<file path="config.mk">
export PLATFORM = sky130hd
export DESIGN_NAME = tun_sqrt
export DESIGN_NICKNAME = d
export VERILOG_FILES = /design/src/tun_pkg.sv /design/src/tun_sqrt.sv
export SDC_FILE = /design/constraint.sdc
export NUM_CORES = 2
export LEC_CHECK = 0
export BUFFER_PORTS_ARGS = -buffer_cell sky130_fd_sc_hd__buf_2
export CELL_PAD_IN_SITES_DETAIL_PLACEMENT = 1
export CELL_PAD_IN_SITES_GLOBAL_PLACEMENT = 2
export CORE_MARGIN = 4
export CORE_UTILIZATION = 45
export DETAILED_ROUTE_END_ITERATION = 16
export PLACE_DENSITY = 0.79
export SYNTH_ARGS = -nofsm -noshare
export SYNTH_HDL_FRONTEND = slang
export SYNTH_SLANG_ARGS = --single-unit
</file>
<file path="constraint.sdc">
create_clock -name clk -period 5.3 [get_ports clk]
set_input_delay 0.265 -clock clk [delete_from_list [all_inputs] [get_ports clk]]
set_output_delay 0.265 -clock clk [all_outputs]
set_load 0.02 [all_outputs]
</file>
<file path="src/tun_pkg.sv">
package tun_pkg;

  // fixed field widths of the channels
  localparam int IN_BITS  = 16;
  localparam int OUT_BITS = 16;
  localparam int NUM_CRD  = 9;
  // cross magnitudes are brought below 2^PRE_BITS before squaring
  localparam int PRE_BITS = 31;
  localparam int SQ_BITS  = 2 * PRE_BITS;
  localparam int SUM_BITS = SQ_BITS + 2;

  typedef logic signed [IN_BITS-1:0]  crd_t;
  typedef logic signed [OUT_BITS-1:0] nrm_t;

  // per-item sideband that rides along the arithmetic
  typedef struct packed {
    logic [2:0] neg;
    logic       degen;
  } tun_side_t;

endpackage

</file>
<file path="src/tun_sqrt.sv">
module tun_sqrt import tun_pkg::*; #(
  parameter int FRAC_BITS = 14
) (
  input  logic                          clk,
  input  logic                          en,
  input  logic [2:0][2*FRAC_BITS+2:0]   rad,
  output logic [2:0][FRAC_BITS+1:0]     root
);

  // digit-by-digit integer square root, one root bit per stage
  localparam int NS   = FRAC_BITS + 2;
  localparam int PADW = 2 * NS;
  localparam int RSW  = FRAC_BITS + 5;
  localparam int RTW  = NS;

  logic [PADW-1:0] rad_r  [NS][3];
  logic [RSW-1:0]  rem_r  [NS][3];
  logic [RTW-1:0]  root_r [NS][3];

  for (genvar j = 0; j < NS; j++) begin : g_stg
    logic [PADW-1:0] rad_in  [3];
    logic [RSW-1:0]  rem_in  [3];
    logic [RTW-1:0]  root_in [3];

    if (j == 0) begin : g_first
      for (genvar i = 0; i < 3; i++) begin : g_l
        assign rad_in[i]  = PADW'(rad[i]);
        assign rem_in[i]  = '0;
        assign root_in[i] = '0;
      end
    end else begin : g_next
      for (genvar i = 0; i < 3; i++) begin : g_l
        assign rad_in[i]  = rad_r[j-1][i];
        assign rem_in[i]  = rem_r[j-1][i];
        assign root_in[i] = root_r[j-1][i];
      end
    end

    always_ff @(posedge clk) begin
      if (en) begin
        for (int i = 0; i < 3; i++) begin
          logic [RSW-1:0] rsh;
          logic [RSW-1:0] trial;
          logic           ge;
          rsh   = {rem_in[i][RSW-3:0], rad_in[i][PADW-1-2*j -: 2]};
          trial = RSW'({root_in[i], 2'b01});
          ge    = (rsh >= trial);
          rad_r[j][i]  <= rad_in[i];
          rem_r[j][i]  <= ge ? (rsh - trial) : rsh;
          root_r[j][i] <= {root_in[i][RTW-2:0], ge};
        end
      end
    end
  end

  always_comb begin
    for (int i = 0; i < 3; i++) root[i] = root_r[NS-1][i];
  end

endmodule
</file>
==> results_dict.tcl <==
set metrics [dict create \
    dr_total_vias 48000 \
    yosysMostFrequentCell "edfxtp_1" \
    worst_slew_pin_slew_ns 1.16 \
    crit_path_max_fanout 27 \
    slowest_stage "o21ai_2" \
    dieArea_um2 192000 \
    drt_iter0_markers 2333 \
    gr-usage-all-layers_pct 17.5 \
    layout_setup_ws_ns 1.71 \
    place_ws_ns 1.65 \
    clock-sinks 1827 \
    maxSlewViolCount 0 \
    path_clk_slew_ns 0.06 \
    syn_area_um2 83300 \
    synth_edf_count 1827 \
    fp.dieW_um 438 \
    yosys-top-cells-area "edfxtp_1, ha_1, xnor2_1, inv_1, a21oi_1" \
    crit_required_ns 5.87 \
    drive_above_1_share_pct 8.84 \
    grt_pass1_wl_um 272000 \
    hpwl_um 120000 \
    async_flop_share_pct 0 \
    synth_seq_area_share_pct 65.9 \
    fin_crit_ns 3.59 \
    fin_skew_ns 0.0237 \
    p_leak_uw 0.0365 \
    nets 7210 \
    fin_area_um2 94700 \
    n_fill_cell 18400 \
    clockBufferDepth 3 \
    ys_ff_latch 1827 \
    synthFlopType "edfxtp_1" \
    die_h_um 438 \
    outcome "finished clean" \
    rrSetupSlack_ns 1.71 \
    coreArea_um2 183000 \
    hp-class "in2reg" \
    viasPerCell 5.17 \
    period_share_pct 67.8 \
    ir_drop_mv 0.343 \
    end_kind "register" \
    initial_core_util_pct 45.4 \
    rsz0062_at_grt "no" \
    synth.top_cell.area_share_pct 65.9 \
    drt_first_pass_iters 5 \
    synth_cell_types 94 \
    drtAntennaViolNets 0 \
    slowest_delay_ns 0.92 \
    area_growth_pct 13.7 \
    wl_per_cell_um 17.9 \
    overflow 0 \
    start_kind "register" \
    grt_max_degree 177 \
    fin_util_pct 51.6 \
    report.final.setup_viol 0 \
    insertion_delay_ns 0.82 \
    syn_inst 6278 \
    rows 157 \
    yosys_warnings 0 \
    root_buffer "clkbuf_16" \
    tns_ns 0 \
    ctsHoldBuffers 94 \
    cp.arrival_ns 4.16 \
    cp.buffers_inverters 0 \
    cts_setup_buffers 0 \
    place_area_um2 87100 \
    slew_headroom_pct 22.9 \
    ios 143 \
    cts-buffers-inserted 193 \
    yosysTopAreaCell "edfxtp_1" \
    ctsResizeCount 0 \
    cts_tree "built" \
    grt_antenna_before_repair 4 \
    globalplace.congestion 0.851 \
    portBuffers 142 \
    synth_commonest_cells "edfxtp_1, inv_1, ha_1" \
    crit_chain "ha_1, o211ai_1, a21oi_1, nor4_1, o31ai_1, nand4_1, o21ai_2, mux2_2" \
    first_global_vias 51000 \
    drv_cap 0 \
    cts_max_level 4 \
    final_hold_viol_count 0 \
    drc_errors 0 \
    syn_area_per_cell_um2 13.3 \
    power.density_nw_per_um2 403 \
    power_uw 38200 \
    path_delay_family "compound AO/OA/AOI/OAI gates" \
    criticalPathCategory "reg2reg" \
    fmax_mhz 278 \
    wl_um 167000 \
]
-- logic make-up (layout without fill, tap and decap cells) --
| family | after synthesis | after routing | synth area share, % |
|---|---|---|---|
| AO/OA/AOI/OAI | 1187 | 1187 | 8.79 |
| XOR/XNOR | 467 | 467 | 4.91 |
| adder cells (fa/ha/maj) | 456 | 456 | 6.85 |
| buffers and inverters | 670 | 1210 | 3.06 |
| flip-flops | 1827 | 1827 | 65.9 |
| multiplexers | 88 | 88 | 1.16 |
| other | 1 | 4 | 0.00450 |
| AND/OR/NAND/NOR | 1582 | 1582 | 9.33 |
-- routing by layer --
metal | vias to the layer above | GRT usage [%] | wire length (µm)
li1 | 23800 | - | -
met1 | 23400 | 21.8 | 71300
met2 | 520 | 31.3 | 85300
met3 | 295 | 2.53 | 4640
met4 | 0 | 5.80 | 5320
met5 | - | 0 | 0
-- where the power goes --
part           internal (µW)  switching [µW]  leakage, µW
Combinational           2360            3070       0.0158
Sequential             17900             972       0.0175
Clock                   8330            5550      0.00319
-- stage by stage --
step	std cells	hold slack, ns
detailed placement	8833	0.405
CTS	9283	0.0610
finish	9285	0.151
floorplan	6280	0.364
global placement	8833	0.400
global route	9284	0.106
-- placed cells by master, fill, tap and decap left out, types with 134 or more instances in the layout --
| master | synthesis | routed |
|---|---|---|
| nor2_1 | 434 | 434 |
| edfxtp_1 | 1827 | 1827 |
| o21a_1 | 134 | 134 |
| a21oi_1 | 359 | 359 |
| ha_1 | 456 | 456 |
| inv_1 | 580 | 580 |
| o21ai_0 | 321 | 321 |
| xnor2_1 | 271 | 271 |
| nor3_1 | 150 | 150 |
| clkbuf_16 | 0 | 198 |
| xor2_1 | 196 | 196 |
| nand2_1 | 395 | 395 |
| buf_2 | 23 | 141 |
-- worst paths after layout --
path                 from      endpoint  depth (start not counted)
max          rem_r[11][1]  rem_r[12][5]                          8
min               rad[15]  rad_r[0][79]                          2
min reg2reg  rad_r[1][85]  rad_r[2][85]                          0
max reg2reg  rem_r[11][1]  rem_r[12][5]                          8
-- cell type report --
cell class / instances / area [µm²] / area share [%]
Multi-Input combinational cell: 3783 / 25900 / 27.3
Clock buffer: 228 / 5070 / 5.35
Inverter: 580 / 2180 / 2.30
Timing Repair Buffer: 274 / 2080 / 2.19
Sequential cell: 1827 / 54900 / 58.0
Antenna cell: 1 / 2.50 / 0.00264
Clock inverter: 128 / 1510 / 1.60
Tap cell: 2464 / 3080 / 3.26
-- sequential cells by signal, summed over array words and instances, names as in the netlist --
register  flops
rad_r       735
rem_r       699
root_r      393
-- worst register-to-register path, delay by kind of cell, from the launching register on --
kind	cells	cell delay [ns]
AOI/OAI and AO/OA	4	1.78
adders and majority gates	1	0.41
DFF	1	0.41
muxes	1	0.43
and+or+nand+nor	2	0.32
Power figures use the tool's default switching activity.
